**src/rtl/tiled_palette_icon_decoder_core_assert.svh**
```systemverilog
// Assertion macros used by the decoder core.
`ifndef TILED_PALETTE_ICON_DECODER_CORE_ASSERT_SVH
`define TILED_PALETTE_ICON_DECODER_CORE_ASSERT_SVH

// Whenever cond holds, prop must hold in the same cycle.
`define TPID_ASSERT_SAME(label, clk, rst_n, cond, prop) \
    label: assert property (@(posedge clk) disable iff (!rst_n) (cond) |-> (prop)) \
        else $error("tpid assertion failed in the same cycle");

// Whenever cond holds, prop must hold in the next cycle.
`define TPID_ASSERT_NEXT(label, clk, rst_n, cond, prop) \
    label: assert property (@(posedge clk) disable iff (!rst_n) (cond) |=> (prop)) \
        else $error("tpid assertion failed one cycle later");

`endif

```
**src/rtl/tpid_pkg.sv**
```systemverilog
package tpid_pkg;

    localparam int PALETTE_SIZE = 16;
    localparam int ICON_PIXELS  = 1024;
    localparam int PAL_BYTES    = PALETTE_SIZE * 2;
    localparam int PIX_BYTES    = ICON_PIXELS / 2;
    localparam int TOTAL_BYTES  = PAL_BYTES + PIX_BYTES;

    localparam int COUNT_W      = 10;
    localparam int INDEX_W      = 11;
    localparam int COLOR_W      = 16;
    localparam int BYTE_W       = 8;
    localparam int NIBBLE_W     = 4;
    localparam int PAL_ADDR_W   = $clog2(PALETTE_SIZE);
    localparam int PIX_W        = $clog2(PIX_BYTES);

    localparam logic [INDEX_W-1:0] HEADER_OFFSET = INDEX_W'(2);

    typedef logic [COUNT_W-1:0] count_t;
    typedef logic [COLOR_W-1:0] color_t;

    // Pixel byte number (0..511) to the linear word index of its left pixel.
    // Two pixels per byte, so the pixel number is the byte number shifted by
    // one; tile row/column and in-tile row/column simply reorder its bits.
    function automatic logic [INDEX_W-1:0] tile_to_linear(input logic [PIX_W-1:0] k);
        logic [PIX_W:0]     pix;
        logic [1:0]         trow;
        logic [1:0]         tcol;
        logic [2:0]         yy;
        logic [2:0]         xx;
        logic [INDEX_W-2:0] lin;
        pix  = {k, 1'b0};
        trow = pix[9:8];
        tcol = pix[7:6];
        yy   = pix[5:3];
        xx   = pix[2:0];
        lin  = {trow, yy, tcol, xx};
        return {1'b0, lin} + HEADER_OFFSET;
    endfunction

endpackage

```
**src/rtl/tpid_ram.sv**
```systemverilog
module tpid_ram #(
    parameter int WIDTH = tpid_pkg::COLOR_W,
    parameter int DEPTH = tpid_pkg::PALETTE_SIZE
) (
    input  logic                     clk,
    input  logic                     we,
    input  logic [$clog2(DEPTH)-1:0] waddr,
    input  logic [WIDTH-1:0]         wdata,
    input  logic                     re,
    input  logic [$clog2(DEPTH)-1:0] raddr_a,
    input  logic [$clog2(DEPTH)-1:0] raddr_b,
    output logic [WIDTH-1:0]         rdata_a,
    output logic [WIDTH-1:0]         rdata_b
);

    logic [WIDTH-1:0] mem [DEPTH];
    logic [WIDTH-1:0] rdata_a_reg;
    logic [WIDTH-1:0] rdata_b_reg;

    always_ff @(posedge clk)
    begin
        if (we)
        begin
            mem[waddr] <= wdata;
        end
        // Read data holds while no read is issued.
        if (re)
        begin
            rdata_a_reg <= mem[raddr_a];
            rdata_b_reg <= mem[raddr_b];
        end
    end

    assign rdata_a = rdata_a_reg;
    assign rdata_b = rdata_b_reg;

endmodule

```
**src/rtl/tiled_palette_icon_decoder_core.sv**
```systemverilog
// Channel  | Handshake                | Payload
// ---------+--------------------------+-------------------------------------------------
// input    | in_valid / in_ready      | start_icon, in_byte
// output   | out_valid / out_ready    | dest_index, color_left, color_right,
//          |                          | trans_color, last
//
// One byte is taken per cycle while in_ready is high; a pixel byte's result is ready
// in the next cycle from the palette RAM's registered read port, the output register.
// Palette bytes and idle bytes give no result.
// in_ready drops only while a result waits and out_ready is low.
// rst_n is asynchronous; after reset the block is idle until a start mark.
module tiled_palette_icon_decoder_core (
    input  logic                           clk,
    input  logic                           rst_n,
    input  logic                           in_valid,
    output logic                           in_ready,
    input  logic                           start_icon,
    input  logic [tpid_pkg::BYTE_W-1:0]    in_byte,
    output logic                           out_valid,
    input  logic                           out_ready,
    output logic [tpid_pkg::INDEX_W-1:0]   dest_index,
    output logic [tpid_pkg::COLOR_W-1:0]   color_left,
    output logic [tpid_pkg::COLOR_W-1:0]   color_right,
    output logic [tpid_pkg::COLOR_W-1:0]   trans_color,
    output logic                           last
);

    localparam tpid_pkg::count_t CNT_TOTAL = tpid_pkg::COUNT_W'(tpid_pkg::TOTAL_BYTES);
    localparam tpid_pkg::count_t CNT_PAL   = tpid_pkg::COUNT_W'(tpid_pkg::PAL_BYTES);
    localparam tpid_pkg::count_t CNT_LAST  = tpid_pkg::COUNT_W'(tpid_pkg::TOTAL_BYTES - 1);

    tpid_pkg::count_t                  count_reg;
    tpid_pkg::count_t                  count_next;
    tpid_pkg::count_t                  count_eff;
    logic [tpid_pkg::BYTE_W-1:0]       low_hold_reg;
    logic [tpid_pkg::BYTE_W-1:0]       low_hold_next;
    tpid_pkg::color_t                  trans_reg;
    tpid_pkg::color_t                  trans_out_reg;
    logic [tpid_pkg::INDEX_W-1:0]      index_reg;
    logic                              last_reg;
    logic                              out_valid_reg;
    logic                              out_valid_next;
    logic                              in_accept;
    logic                              is_active;
    logic                              is_palette;
    logic                              is_pixel;
    logic                              pal_we;
    logic [tpid_pkg::PAL_ADDR_W-1:0]   pal_waddr;
    tpid_pkg::color_t                  pal_wdata;
    logic [tpid_pkg::PIX_W-1:0]        pix_num;

    assign in_ready  = !out_valid_reg || out_ready;
    assign in_accept = in_valid && in_ready;

    // A start mark restarts counting at the very byte that carries it.
    assign count_eff  = start_icon ? '0 : count_reg;
    assign is_active  = count_eff < CNT_TOTAL;
    assign is_palette = is_active && (count_eff < CNT_PAL);
    assign is_pixel   = is_active && !(count_eff < CNT_PAL);

    assign pal_we    = in_accept && is_palette && count_eff[0];
    assign pal_waddr = count_eff[tpid_pkg::PAL_ADDR_W:1];
    assign pal_wdata = {in_byte, low_hold_reg};

    // Byte count below 544 in the pixel phase, so the difference fits 9 bits.
    assign pix_num = tpid_pkg::PIX_W'(count_eff - CNT_PAL);

    always_comb
    begin
        count_next     = count_reg;
        low_hold_next  = low_hold_reg;
        out_valid_next = out_valid_reg && !out_ready;
        if (in_accept)
        begin
            if (is_active)
            begin
                count_next = count_eff + tpid_pkg::COUNT_W'(1);
            end
            else
            begin
                count_next = CNT_TOTAL;
            end
            if (is_palette && !count_eff[0])
            begin
                low_hold_next = in_byte;
            end
            if (is_pixel)
            begin
                out_valid_next = 1'b1;
            end
        end
    end

    always_ff @(posedge clk or negedge rst_n)
    begin
        if (!rst_n)
        begin
            count_reg     <= CNT_TOTAL;
            low_hold_reg  <= '0;
            out_valid_reg <= 1'b0;
        end
        else
        begin
            count_reg     <= count_next;
            low_hold_reg  <= low_hold_next;
            out_valid_reg <= out_valid_next;
        end
    end

    // Payload registers; entry 0 is mirrored so it can be read every cycle.
    always_ff @(posedge clk)
    begin
        if (pal_we && (pal_waddr == '0))
        begin
            trans_reg <= pal_wdata;
        end
        if (in_accept && is_pixel)
        begin
            index_reg     <= tpid_pkg::tile_to_linear(pix_num);
            last_reg      <= (count_eff == CNT_LAST);
            trans_out_reg <= trans_reg;
        end
    end

    tpid_ram #(
        .WIDTH (tpid_pkg::COLOR_W),
        .DEPTH (tpid_pkg::PALETTE_SIZE)
    ) u_palette (
        .clk     (clk),
        .we      (pal_we),
        .waddr   (pal_waddr),
        .wdata   (pal_wdata),
        .re      (in_accept && is_pixel),
        .raddr_a (in_byte[tpid_pkg::NIBBLE_W-1:0]),
        .raddr_b (in_byte[tpid_pkg::BYTE_W-1:tpid_pkg::NIBBLE_W]),
        .rdata_a (color_left),
        .rdata_b (color_right)
    );

    assign out_valid   = out_valid_reg;
    assign dest_index  = index_reg;
    assign trans_color = trans_out_reg;
    assign last        = last_reg;

`include "tiled_palette_icon_decoder_core_assert.svh"

    `TPID_ASSERT_SAME(a_count_range, clk, rst_n, 1'b1, count_reg <= CNT_TOTAL)
    `TPID_ASSERT_NEXT(a_pixel_gives_result, clk, rst_n, in_accept && is_pixel, out_valid_reg)
    `TPID_ASSERT_NEXT(a_last_goes_idle, clk, rst_n, in_accept && is_pixel && (count_eff == CNT_LAST), (count_reg == CNT_TOTAL) && last_reg)
    `TPID_ASSERT_SAME(a_no_write_with_read, clk, rst_n, pal_we, !(in_accept && is_pixel))

endmodule

```
**config.mk**
```make
export PLATFORM = sky130hd
export DESIGN_NAME = tiled_palette_icon_decoder_core
export DESIGN_NICKNAME = d
export VERILOG_FILES = /design/src/rtl/tpid_pkg.sv /design/src/rtl/tpid_ram.sv /design/src/rtl/tiled_palette_icon_decoder_core.sv
export VERILOG_INCLUDE_DIRS = /design/src /design/src/rtl
export SDC_FILE = /design/constraint.sdc
export NUM_CORES = 1
export LEC_CHECK = 0
export ABC_AREA = 1
export ABC_CLOCK_PERIOD_IN_PS = 12400
export BUFFER_PORTS_ARGS = -buffer_cell sky130_fd_sc_hd__buf_2
export CORE_AREA = 2 2 201 203
export DETAILED_ROUTE_END_ITERATION = 6
export DIE_AREA = 0 0 203 205
export PLACE_DENSITY = 0.53
export SLEW_MARGIN = 20
export SYNTH_ARGS = -nofsm -noshare
export SYNTH_HDL_FRONTEND = slang
export SYNTH_SLANG_ARGS = --single-unit
```
**constraint.sdc**
```tcl
create_clock -name clk -period 12.4 [get_ports clk]
set_clock_uncertainty 0.15 [all_clocks]
set_input_delay 0.62 -clock clk [delete_from_list [all_inputs] [get_ports clk]]
set_output_delay 0.62 -clock clk [all_outputs]
set_load 0.05 [all_outputs]
```
---- Word-level counts from Yosys, hierarchy flattened ----
Memories as Yosys holds them, arrays and structs flattened. A register that Yosys moved wholly into a read port is not among the register bits.
Index checks and enable logic that the tools add are counted.
word-level totals
  bits in registers ....................... 63
  bits in writable memories ............... 256
  input port bits ......................... 13
  output and inout bits ................... 62
  word-level logic and storage cells ...... 36
  memories ................................ 1
operators by class
  $add $sub $neg .......................... 3
  magnitude comparators ................... 2
  equality and inequality tests ........... 1
  mux-type cells .......................... 6
  reduce and logical (&&, ||, !) cells .... 16
memories
  memory         words  width  rd ports  clocked after Yosys merged registers in  wr ports  RTL line        source
  u_palette.mem  16     16     2         2                                        1         tpid_ram.sv:16  logic [WIDTH-1:0] mem [DEPTH];
operators with widths
  cell                                                  count
  two-way mux 10 bit                                    2
  adder 10 x 2 -> 11 bit (second input constant)        1
  adder 10 x 1 -> 10 bit (second input constant)        1
  equality test 10 bit (second input constant)          1
  < comparator 10 bit (second input constant)           1
  < comparator 10 x 6 -> 1 bit (second input constant)  1
  logical AND 1 bit                                     9
  subtractor 9 x 6 -> 9 bit (second input constant)     1
  zero test 1 bit                                       4
  zero test 4 bit                                       1
  two-way mux 1 bit                                     4
  AND reduction 2 bit                                   1
  logical OR 1 bit                                      1

---- Depth between registers and ports, before layout ----
Gate-level depths: netlist (run 1).
  depth after elaboration ................. 7
  depth in mapped cells ................... 9
  depth with buffers taken out ............ 9

---- Modules after synthesis ----
A second synthesis (run 1) with hierarchy kept.
second synthesis, totals
  cell total of the unflattened synthesis .. 1904
  area total of the unflattened synthesis .. 17340.4 µm²
by module, submodules not included
  module                           times used  cells each  area an instance (µm²)  seq. area each (µm²)
  tpid_ram                         1           1673        14680.3                 8648.3
  tiled_palette_icon_decoder_core  1           231         2660.1                  1769.2

---- Worst setup path before layout (run 1) ----
Ideal clock, no wire load.
  path type ............................... reg2reg
  start point ............................. reg out_valid_reg (netlist: out_valid)
  end point ............................... reg index_reg, in the netlist dest_index[10] (enable)
  setup time .............................. 476 ps
  arrival time ............................ 4158 ps
  required time ........................... 11774 ps
  path slack .............................. 7616 ps
  cell stages (with the launch flop) ...... 7
  clock period less this slack ............ 4784 ps
  path through ............................ dfrtp_1 -> nand2_1 -> nand2_1 -> inv_1 -> clkbuf_1 -> nand2_1 -> nor2_1
between the ends
  cells in the longest elaborated chain, start to end .. 4
ends and longest elaborated chain
  item                    RTL line                                source
  start, declared         tiled_palette_icon_decoder_core.sv:41   logic out_valid_reg;
  start signal, assigned  tiled_palette_icon_decoder_core.sv:106  out_valid_reg <= out_valid_next;
  zero test 1 bit         tiled_palette_icon_decoder_core.sv:52   assign in_ready = !out_valid_reg || out_ready;
  logical OR 1 bit        tiled_palette_icon_decoder_core.sv:52
  via in_ready            tiled_palette_icon_decoder_core.sv:16   output logic in_ready,
  logical AND 1 bit       tiled_palette_icon_decoder_core.sv:53   assign in_accept = in_valid && in_ready;
  logical AND 1 bit       n/a
  via u_palette.re        tpid_ram.sv:9                           input logic re,
  end signal, assigned    tiled_palette_icon_decoder_core.sv:119  index_reg <= tpid_pkg::tile_to_linear(pix_num);
  end, declared           tiled_palette_icon_decoder_core.sv:39   logic [tpid_pkg::INDEX_W-1:0] index_reg;
The timed path passes the listed nets, and every way through them passes these cells.
A chain may end at the register's enable or synchronous reset.

---- Final worst setup path (run 1) ----
  start point ............................. reg out_valid_reg (netlist: out_valid)
  end point ............................... mem u_palette.mem[4][12] (netlist bit) (enable)
between the ends
  cells in the longest elaborated chain, start to end .. 7
ends and longest elaborated chain
  item                                     RTL line                               source
  zero test 1 bit                          tiled_palette_icon_decoder_core.sv:52
  logical OR 1 bit                         tiled_palette_icon_decoder_core.sv:52
  logical AND 1 bit                        tiled_palette_icon_decoder_core.sv:53
  logical AND 1 bit (2 in a row)           tiled_palette_icon_decoder_core.sv:61  assign pal_we = in_accept && is_palette && count_eff[0];
  two-way mux 1 bit                        tpid_ram.sv:22                         if (we)
  two-way mux 1 bit (not written as such)  tpid_ram.sv:24                         mem[waddr] <= wdata;
  end, declared                            tpid_ram.sv:16
No other way between the ends.

==> results.cfg, run 1 <==
[grt]
grtUsageTotal = 0.206
grt_pass1_vias = 10636
grt_pass1_wl_mm = 64.9
grt-ovfl-total = 0
grt_max_degree = 127
antenna_found_initial = 0

[route]
dr.pass1.iters = 6
drt-total-wl_mm = 42.6
drtIter0Drc = 1142
viasPerCell = 5.45
ant_nets = 0
routed-via-count = 11225
wl_per_cell_um = 20.7
drcViolationCount = 0

[yosys]
ys_ff_latch = 334
async_flop_share = 0.0569
netlist_area_mm2 = 0.0156
ys.flop_type = edfxtp_1
yosys_warnings = 0
yosys.area.top_type_share = 0.607
synthTopCellsByArea = edfxtp_1, nand3_1, o211ai_1, nand2_1, o21ai_0
ys_seq_area_frac = 0.638
synth_edf_count = 315
syn_area_per_cell_um2 = 10.5
yosysMostFrequentCell = edfxtp_1
synth_top_cell_by_area = edfxtp_1
synth_cell_types = 34
synth_common_cells = edfxtp_1, nand2_1, nand3_1
synthCells = 1486
syn_nets = 1501

[worst_setup_path]
arrival_ns = 3.51
crit_fanout = 16
path_delay_family = simple AND/OR/NAND/NOR gates
path_buf_inv = 1
cpPeakStageDelay_ns = 0.85
required_ns = 12.39
critPathKind = flip-flop to flip-flop
cp-start-kind = flip-flop
crit_chain = nand2_1, nand2_1, inv_1, nand2_1, nor2_1, nand3_1, nor2_2
cpMostUsedCell = nand2_1
slowest_stage = nor2_2
critPathCaptureType = flip-flop

[placed_design]
placed_cell_area_mm2 = 0.0163
port_buffers = 73
dp_hpwl_mm = 26.0
gp_congestion = 0.812

[clocking]
clockRootBuffer = clkbuf_16
cts.clk_slew.worst_paths_ns = 0.06
post-cts-setup-buffers = 0
htreeDepth = 2
cts_sinks = 334
cts_tree = built
cts_buffers = 38
clockBufferDepth = 3
cts_resized = 0
cts-hold-fix-buffers = 1
clock_latency_ns = 0.53

[power_and_ir_drop]
peakVddDrop_v = 0.0000989
powerDensity_mw_per_mm2 = 167
p_leak_nw = 6.47

[final_layout]
nets = 1520
largest_reg_flops = 241
largest_register = u_palette.mem
synthToLayoutAreaGrowth_pct = 12.9
n_antenna_cell = 0
regArea_mm2 = 0.00994
n_fill_cell = 3672
design_area_mm2 = 0.0176
multi_input_area_mm2 = 0.00462
layout-drive-gt1-share = 0.114

[floorplanning]
die_y_um = 205
dieArea_mm2 = 0.0416
io_pins = 75
coreArea_mm2 = 0.0394
die_x_um = 203
initial_core_util = 0.396
rows = 73

[sta]
fin_crit_sh = 0.283
setup_violations = 0
worstMarginPinSlew_ns = 1.05
max_freq_mhz = 285
rsz0062_at_grt = false
max_slew_margin = 0.300
fin_crit_ns = 3.51
tns_ns = 0
hold_violations = 0
finalMaxSlewViolations = 0

[hold_path]
min_path_type = input pin to flip-flop

[flow_run]
drv_cap = 0

[status]
outcome = complete, no violations
==> per-layer routing <==
metal	routed length, um	track usage	part of all wire
met1	19100	0.284	0.45
met2	19900	0.332	0.47
met4	1250	0.0691	0.029
met3	2390	0.0358	0.056
met5	0	0	0
==> worst register-to-register path, cell delays in order, from the launching register on <==
cell and delay (ns):
dfrtp_1 0.38, nand2_1 0.10, nand2_1 0.10, inv_1 0.33, nand2_1 0.10, nor2_1 0.66, nand3_1 0.45, nor2_2 0.85
==> final timing paths <==
path	startpoint	to	slack (ns)	cells past startpoint
min in group asynchronous	rst_n	out_valid	0.48	2
max reg2reg	out_valid	u_palette.mem[4][12]	8.89	7
max	out_valid	u_palette.mem[4][12]	8.89	7
max in group asynchronous	rst_n	low_hold_reg[0]	11.23	2
min	in_valid	count_reg[7]	0.26	4
min reg2reg	trans_reg[0]	trans_color[0]	0.32	0
==> cell type report <==
type / count / area share
clock buffer: 54 / 0.0623
sequential: 334 / 0.565
clock inverter: 15 / 0.00982
inverter: 158 / 0.0337
tap: 525 / 0.0374
timing repair buffer: 90 / 0.0292
multi-input combinational: 883 / 0.263
==> cell usage in the layout (no fill, tap or decap), drive strengths merged <==
| cell | synthesis | final |
|---|---|---|
| a21oi | 130 | 130 |
| and3 | 1 | 1 |
| and3b | 1 | 1 |
| buf | 44 | 89 |
| bufinv | 0 | 4 |
| clkbuf | 67 | 54 |
| clkinv | 2 | 12 |
| clkinvlp | 0 | 1 |
| conb | 1 | 1 |
| dfrtp | 17 | 17 |
| dfstp | 2 | 2 |
| dlygate4sd3 | 0 | 1 |
| edfxtp | 315 | 315 |
| ha | 2 | 2 |
| inv | 156 | 156 |
| nand2 | 207 | 207 |
| nand3 | 207 | 207 |
| nand4 | 3 | 3 |
| nor2 | 40 | 40 |
| nor3 | 5 | 5 |
| o211ai | 128 | 128 |
| o21ai | 144 | 144 |
| o22ai | 2 | 2 |
| or2 | 1 | 1 |
| xnor2 | 1 | 1 |
| xor2 | 10 | 10 |
==> stage by stage <==
step / total power, W / std cells / setup WS [ns] / hold WS [ns] / utilization
floorplan: 0.00168 / 1486 / 7.62 / 0.174 / -
global placement: 0.00182 / 1989 / 8.64 / 0.310 / 0.414
detailed placement: 0.00182 / 1989 / 8.57 / 0.305 / 0.414
CTS: 0.00296 / 2059 / 8.91 / 0.235 / 0.447
global route: 0.00305 / 2059 / 8.59 / 0.283 / 0.447
finish: 0.00294 / 2059 / 8.89 / 0.257 / 0.447
==> kinds of logic after synthesis <==
family                   share of synthesized area
adder cells (fa/ha/maj)                    0.00161
buffers and inverters                       0.0680
flip-flops                                   0.638
XOR/XNOR                                   0.00619
AO/OA/AOI/OAI                                0.151
AND/OR/NAND/NOR                              0.135
other                                     0.000241
==> power by group <==
group / switching [W] / leakage, nW / internal, W
clock: 0.000439 / 0.612 / 0.000697
sequential: 0.0000958 / 3.10 / 0.00136
combinational: 0.000266 / 2.75 / 0.0000786
Power figures use the tool's default switching activity.
==> run 2, diff against run 1 <==
--- a/config.mk
+++ b/config.mk
@@ -7,12 +7,12 @@
 export NUM_CORES = 1
 export LEC_CHECK = 0
 export ABC_AREA = 1
-export ABC_CLOCK_PERIOD_IN_PS = 12400
+export ABC_CLOCK_PERIOD_IN_PS = 3100
 export BUFFER_PORTS_ARGS = -buffer_cell sky130_fd_sc_hd__buf_2
 export CORE_AREA = 2 2 201 203
 export DETAILED_ROUTE_END_ITERATION = 6
 export DIE_AREA = 0 0 203 205
-export PLACE_DENSITY = 0.53
+export PLACE_DENSITY = 0.55
 export SLEW_MARGIN = 20
 export SYNTH_ARGS = -nofsm -noshare
 export SYNTH_HDL_FRONTEND = slang
==> constraint.sdc (replaced) <==
create_clock -name clk -period 3.1 [get_ports clk]
set_clock_uncertainty 0.15 [all_clocks]
set_input_delay 0.155 -clock clk [delete_from_list [all_inputs] [get_ports clk]]
set_output_delay 0.155 -clock clk [all_outputs]
set_load 0.05 [all_outputs]
==> run 2 against run 1 <==
  * Sequential share of layout area decreased by 1.1 points
  * Final area increased by 2.0%
  * Combinational power increased to 4.2 times the previous value
  * Register-to-register slack got worse by 8.3 ns
  * Cell count increased by 1.8%
  * Worst setup slack got worse by 8.3 ns
  * Largest power group unchanged
==> results.cfg, run 2 (synthesis gave the netlist of run 1 again) <==
[worst_setup_path]
critPathCaptureType = flip-flop
crit_chain = dlygate4sd3_1, buf_2, inv_2, o21ai_2, nand3_1, nand2_1, nor2_1, nand3_1, nor2_2, buf_4
crit_fanout = 14
cpPeakStageDelay_ns = 0.52
arrival_ns = 2.57
reg2reg_from = count_reg[6]
cpMostUsedCell = nand3_1
path_delay_family = buffers and inverters
cp-start-kind = input pin
slowest_stage = dlygate4sd3_1
startpoint = start_icon
critPathKind = input pin to flip-flop
required_ns = 3.17
path_buf_inv = 4

[final_layout]
final_cell_mix = edfxtp_1, nand3_1, nand2_1
n_antenna_cell = 0
synthToLayoutAreaGrowth_pct = 15.2
mostFrequentLayoutCell = edfxtp_1
layout-drive-gt1-share = 0.130
nets = 1561
fin_util = 0.456
largest_reg_flops = 241
largest_register = u_palette.mem

[grt]
grtUsageTotal = 0.206
grt_pass1_wl_mm = 64.5
antenna_found_initial = 0
grt-ovfl-total = 0
grt_max_degree = 82
grt_pass1_vias = 10665

[hold_path]
min_path_type = input pin to flip-flop
min_from = in_byte[7]

[floorplanning]
dieArea_mm2 = 0.0416
rows = 73
die_y_um = 205
die_x_um = 203
coreArea_mm2 = 0.0394
io_pins = 75
initial_core_util = 0.396

[clocking]
cts.clk_slew.worst_paths_ns = 0.06
post-cts-setup-buffers = 0
cts_buffers = 38
cts_sinks = 334
clockBufferDepth = 3
htreeDepth = 2
clock_latency_ns = 0.55
cts_tree = built
clockRootBuffer = clkbuf_16

[sta]
max_slew_margin = 0.413
setup_violations = 0
worstMarginPinSlew_ns = 0.877
rsz0062_at_grt = false
hold_violations = 0
fin_crit_sh = 0.806
max_freq_mhz = 400
fin_crit_ns = 2.50
whs_ns = 0.0400
tns_ns = 0
finalMaxSlewViolations = 0

[power_and_ir_drop]
switching_share = 0.284
p_seq_frac = 0.507
p_leak_nw = 6.66
peakVddDrop_v = 0.000341
pwr-share-clk = 0.368
p_int_w = 0.00825
powerDensity_mw_per_mm2 = 643
p_switching_w = 0.00328
pwr-share-comb = 0.125

[route]
met2_length_mm = 20.2
dr.pass1.iters = 5
wl_met3_mm = 2.80
viasPerCell = 5.40
maxUsedRoutingLayer = met4
drcViolationCount = 0
wirelength_met1_mm = 18.2
routed-via-count = 11323
drtIter0Drc = 1311
drt-total-wl_mm = 42.8
wl_per_cell_um = 20.4
ant_nets = 0

[placed_design]
dp_hpwl_mm = 27.9
gp_congestion = 0.837
port_buffers = 73

[flow_run]
drv_cap = 0

[status]
outcome = complete, no violations
-- run 2: cell count changes in the layout (fill, tap and decap cells not counted), sizes merged --
| cell | change |
|---|---|
| inv | +1 |
| bufinv | -2 |
| clkinv | +4 |
| clkinvlp | +3 |
| buf | +31 |
| clkbuf | -9 |
| dlygate4sd3 | +10 |
-- run 2: through the flow --
step           setup slack (ns)  instance area, um2  instances  total power, W
2_1_floorplan            0.0788               15600       1486         0.00671
3_3_place_gp              0.654               16700       2020         0.00737
3_5_place_dp              0.638               16700       2020         0.00739
4_1_cts                   0.654               17900       2097          0.0117
5_1_grt                   0.412               17900       2097          0.0120
6_report                  0.602               17900       2097          0.0115
-- run 2: path summary, 6_finish.rpt --
| kind | endpoint | slack [ns] | cells after the start |
|---|---|---|---|
| min in group asynchronous | count_reg[9] | 0.49 | 3 |
| worst min register to register | trans_color[8] | 0.32 | 0 |
| max in group asynchronous | low_hold_reg[3] | 1.02 | 4 |
| worst max register to register | u_palette.mem[8][14] | 0.63 | 6 |
| worst min-delay path | low_hold_reg[7] | 0.04 | 4 |
| worst max-delay path | u_palette.mem[8][14] | 0.60 | 10 |
-- run 2: power groups by stage --
stage / clock, W / combinational, W / sequential, W
2_1_floorplan: 0 / 0.000664 / 0.00605
3_3_place_gp: 0 / 0.00143 / 0.00594
3_5_place_dp: 0 / 0.00144 / 0.00595
4_1_cts: 0.00435 / 0.00145 / 0.00586
5_1_grt: 0.00452 / 0.00157 / 0.00589
6_report: 0.00425 / 0.00144 / 0.00584
-- run 2: timing repair --
item | 4_1_cts | 5_1_grt
resized for setup | 0 | 0
hold buffers | 11 | 0
hold endpoints to repair | 45 | 0
-- run 2: final cells by class --
type | instances | area [um2]
fillers | 3626 | 21400
flip-flops and latches | 334 | 9940
multi-input cells | 883 | 4610
clock buffers | 45 | 998
repair buffers | 131 | 983
well taps | 525 | 657
inverters | 158 | 593
clock inverters | 21 | 161
-- run 2: metal layers --
| metal | vias up | GRT usage |
|---|---|---|
| li1 | 5442 | - |
| met1 | 5408 | 0.279 |
| met2 | 393 | 0.328 |
| met3 | 80 | 0.0355 |
| met4 | 0 | 0.0899 |
| met5 | - | 0 |
-- run 2: worst min-delay path: cells and delay by family --
kind / cells / cell delay (ns)
buffers and inverters: 3 / 0.37
AO/OA/AOI/OAI: 1 / 0.15
==> run 3, diff against run 2 <==
--- a/config.mk
+++ b/config.mk
@@ -7,7 +7,7 @@
 export NUM_CORES = 1
 export LEC_CHECK = 0
 export ABC_AREA = 1
-export ABC_CLOCK_PERIOD_IN_PS = 3100
+export ABC_CLOCK_PERIOD_IN_PS = 2200
 export BUFFER_PORTS_ARGS = -buffer_cell sky130_fd_sc_hd__buf_2
 export CORE_AREA = 2 2 201 203
 export DETAILED_ROUTE_END_ITERATION = 6
==> constraint.sdc (replaced) <==
create_clock -name clk -period 2.2 [get_ports clk]
set_clock_uncertainty 0.15 [all_clocks]
set_input_delay 0.11 -clock clk [delete_from_list [all_inputs] [get_ports clk]]
set_output_delay 0.11 -clock clk [all_outputs]
set_load 0.05 [all_outputs]
==> run 3 against run 2 <==
  * Non-clock buffer count rose by 37
  * Register-to-register slack got worse by 0.52 ns
  * Clock power rose by 51%
  * Die area did not move
  * Total power rose by 47%
  * Worst setup slack got worse by 0.50 ns
  * Via count rose by 3.4%
  * Hold slack got worse by 0.018 ns
  * Sequential power rose by 38%
  * Clock-buffer cell count did not move
  * Wire length rose by 3.8%
  * Largest power group unchanged
  * Core utilization rose by 2.1 points
==> results.cfg, run 3 (synthesis gave the netlist of run 1 again) <==
[status]
outcome = complete, no violations

[worst_setup_path]
critPathCaptureType = flip-flop
r2r_slack_ns = 0.11
arrival_ns = 2.19
cp-start-kind = flip-flop
crit_fanout = 16
required_ns = 2.30
critPathKind = flip-flop to flip-flop

[clocking]
htreeDepth = 2
post-cts-setup-buffers = 0
cts_tree = built
clockBufferDepth = 3
clock_latency_ns = 0.56
clockRootBuffer = clkbuf_16
cts_buffers = 39
cts_sinks = 334
cts.clk_slew.worst_paths_ns = 0.06

[final_layout]
design_area_mm2 = 0.0188
largest_reg_flops = 241
layout-drive-gt1-share = 0.157
n_antenna_cell = 0
n_fill_cell = 3517
final_cell_mix = edfxtp_1, nand3_1, nand2_1
mostFrequentLayoutCell = edfxtp_1
synthToLayoutAreaGrowth_pct = 20.6
nets = 1599
largest_register = u_palette.mem

[route]
met2_length_mm = 20.9
drt-total-wl_mm = 44.4
drcViolationCount = 0
dr.pass1.iters = 5
wirelength_met1_mm = 19.0
wl_met3_mm = 2.81
maxUsedRoutingLayer = met4
routed-via-count = 11707
viasPerCell = 5.48
drtIter0Drc = 1018
ant_nets = 0
wl_per_cell_um = 20.8

[sta]
setup_violations = 0
hold_violations = 0
max_freq_mhz = 478
rsz0062_at_grt = false
fin_crit_sh = 0.952
worstMarginPinSlew_ns = 0.867
fin_crit_ns = 2.09
finalMaxSlewViolations = 0
tns_ns = 0
max_slew_margin = 0.422
layout_setup_ws_ns = 0.106

[grt]
grt_max_degree = 58
grtUsageTotal = 0.216
grt-ovfl-total = 0
grt_pass1_vias = 11052
grt_pass1_wl_mm = 67.1
antenna_found_initial = 0

[floorplanning]
initial_core_util = 0.396
io_pins = 75
die_x_um = 203
coreArea_mm2 = 0.0394
dieArea_mm2 = 0.0416
rows = 73
die_y_um = 205

[power_and_ir_drop]
powerDensity_mw_per_mm2 = 901
peakVddDrop_v = 0.000642
p_leak_nw = 6.99

[hold_path]
min_path_type = input pin to flip-flop

[placed_design]
port_buffers = 73
dp_hpwl_mm = 29.3
place_ws_ns = 0.0276
gp_congestion = 0.863
placed_cell_area_mm2 = 0.0174

[flow_run]
drv_cap = 0
[run 3: changes by cell type in the layout (fill, tap and decap cells not counted), moves of 3 or more]
cell     delta
buf_4       +9
nor2_2      -5
nor2_1      -7
nor2_4     +12
buf_12     +25
nand2_4     +3
[run 3: final cells by class]
cell class	instances	area, um2	share of cell area
Tap cell	525	657	0.0350
Inverter	158	593	0.0316
Clock inverter	25	225	0.0120
Sequential cell	334	9940	0.529
Timing Repair Buffer	168	1580	0.0843
Clock buffer	45	1040	0.0554
Multi-Input combinational cell	883	4750	0.253
[run 3: layer usage]
layer	vias up	GRT usage
li1	5527	-
met5	-	0
met1	5689	0.293
met2	415	0.345
met3	76	0.0388
met4	0	0.0852
[run 3: worst paths after layout]
kind,start,end,cells past startpoint
setup / recovery,count_reg[6],u_palette.mem[6][12],7
hold / removal,in_byte[3],u_palette.mem[5][11],2
setup reg to reg,count_reg[6],u_palette.mem[6][12],7
hold reg to reg,trans_reg[10],trans_color[10],0
max in group asynchronous,rst_n,out_valid,4
min in group asynchronous,rst_n,count_reg[5],3
[run 3: repair_timing]
item	CTS	global route
pin swaps	0	1
gates resized for setup	1	3
endpoints found under the setup margin	16	95
hold endpoints to repair	80	0
hold buffers	14	0
[run 3: critical path, stage by stage, from the launching register on]
cell and delay, ns:
dfrtp_1 0.41, o21ai_4 0.23, nand3_2 0.14, nor3_4 0.18
buf_4 0.17, nand3_4 0.15, nor2_4 0.16, buf_12 0.18
[run 3: per-stage QoR]
stage	util	cells	hold slack [ns]	total power (W)
3_5_place_dp	0.441	2054	-0.0648	0.0106
6_report	0.477	2138	0.0216	0.0169
5_1_grt	0.477	2138	0.0192	0.0175
3_3_place_gp	0.441	2054	-0.0657	0.0106
4_1_cts	0.477	2138	0.00260	0.0171
2_1_floorplan	-	1486	-0.336	0.00949
[run 3: where the power goes]
group / internal (W) / switching (W)
Sequential: 0.00765 / 0.000427
Combinational: 0.000667 / 0.00176
Clock: 0.00385 / 0.00257
Total: 0.0122 / 0.00476
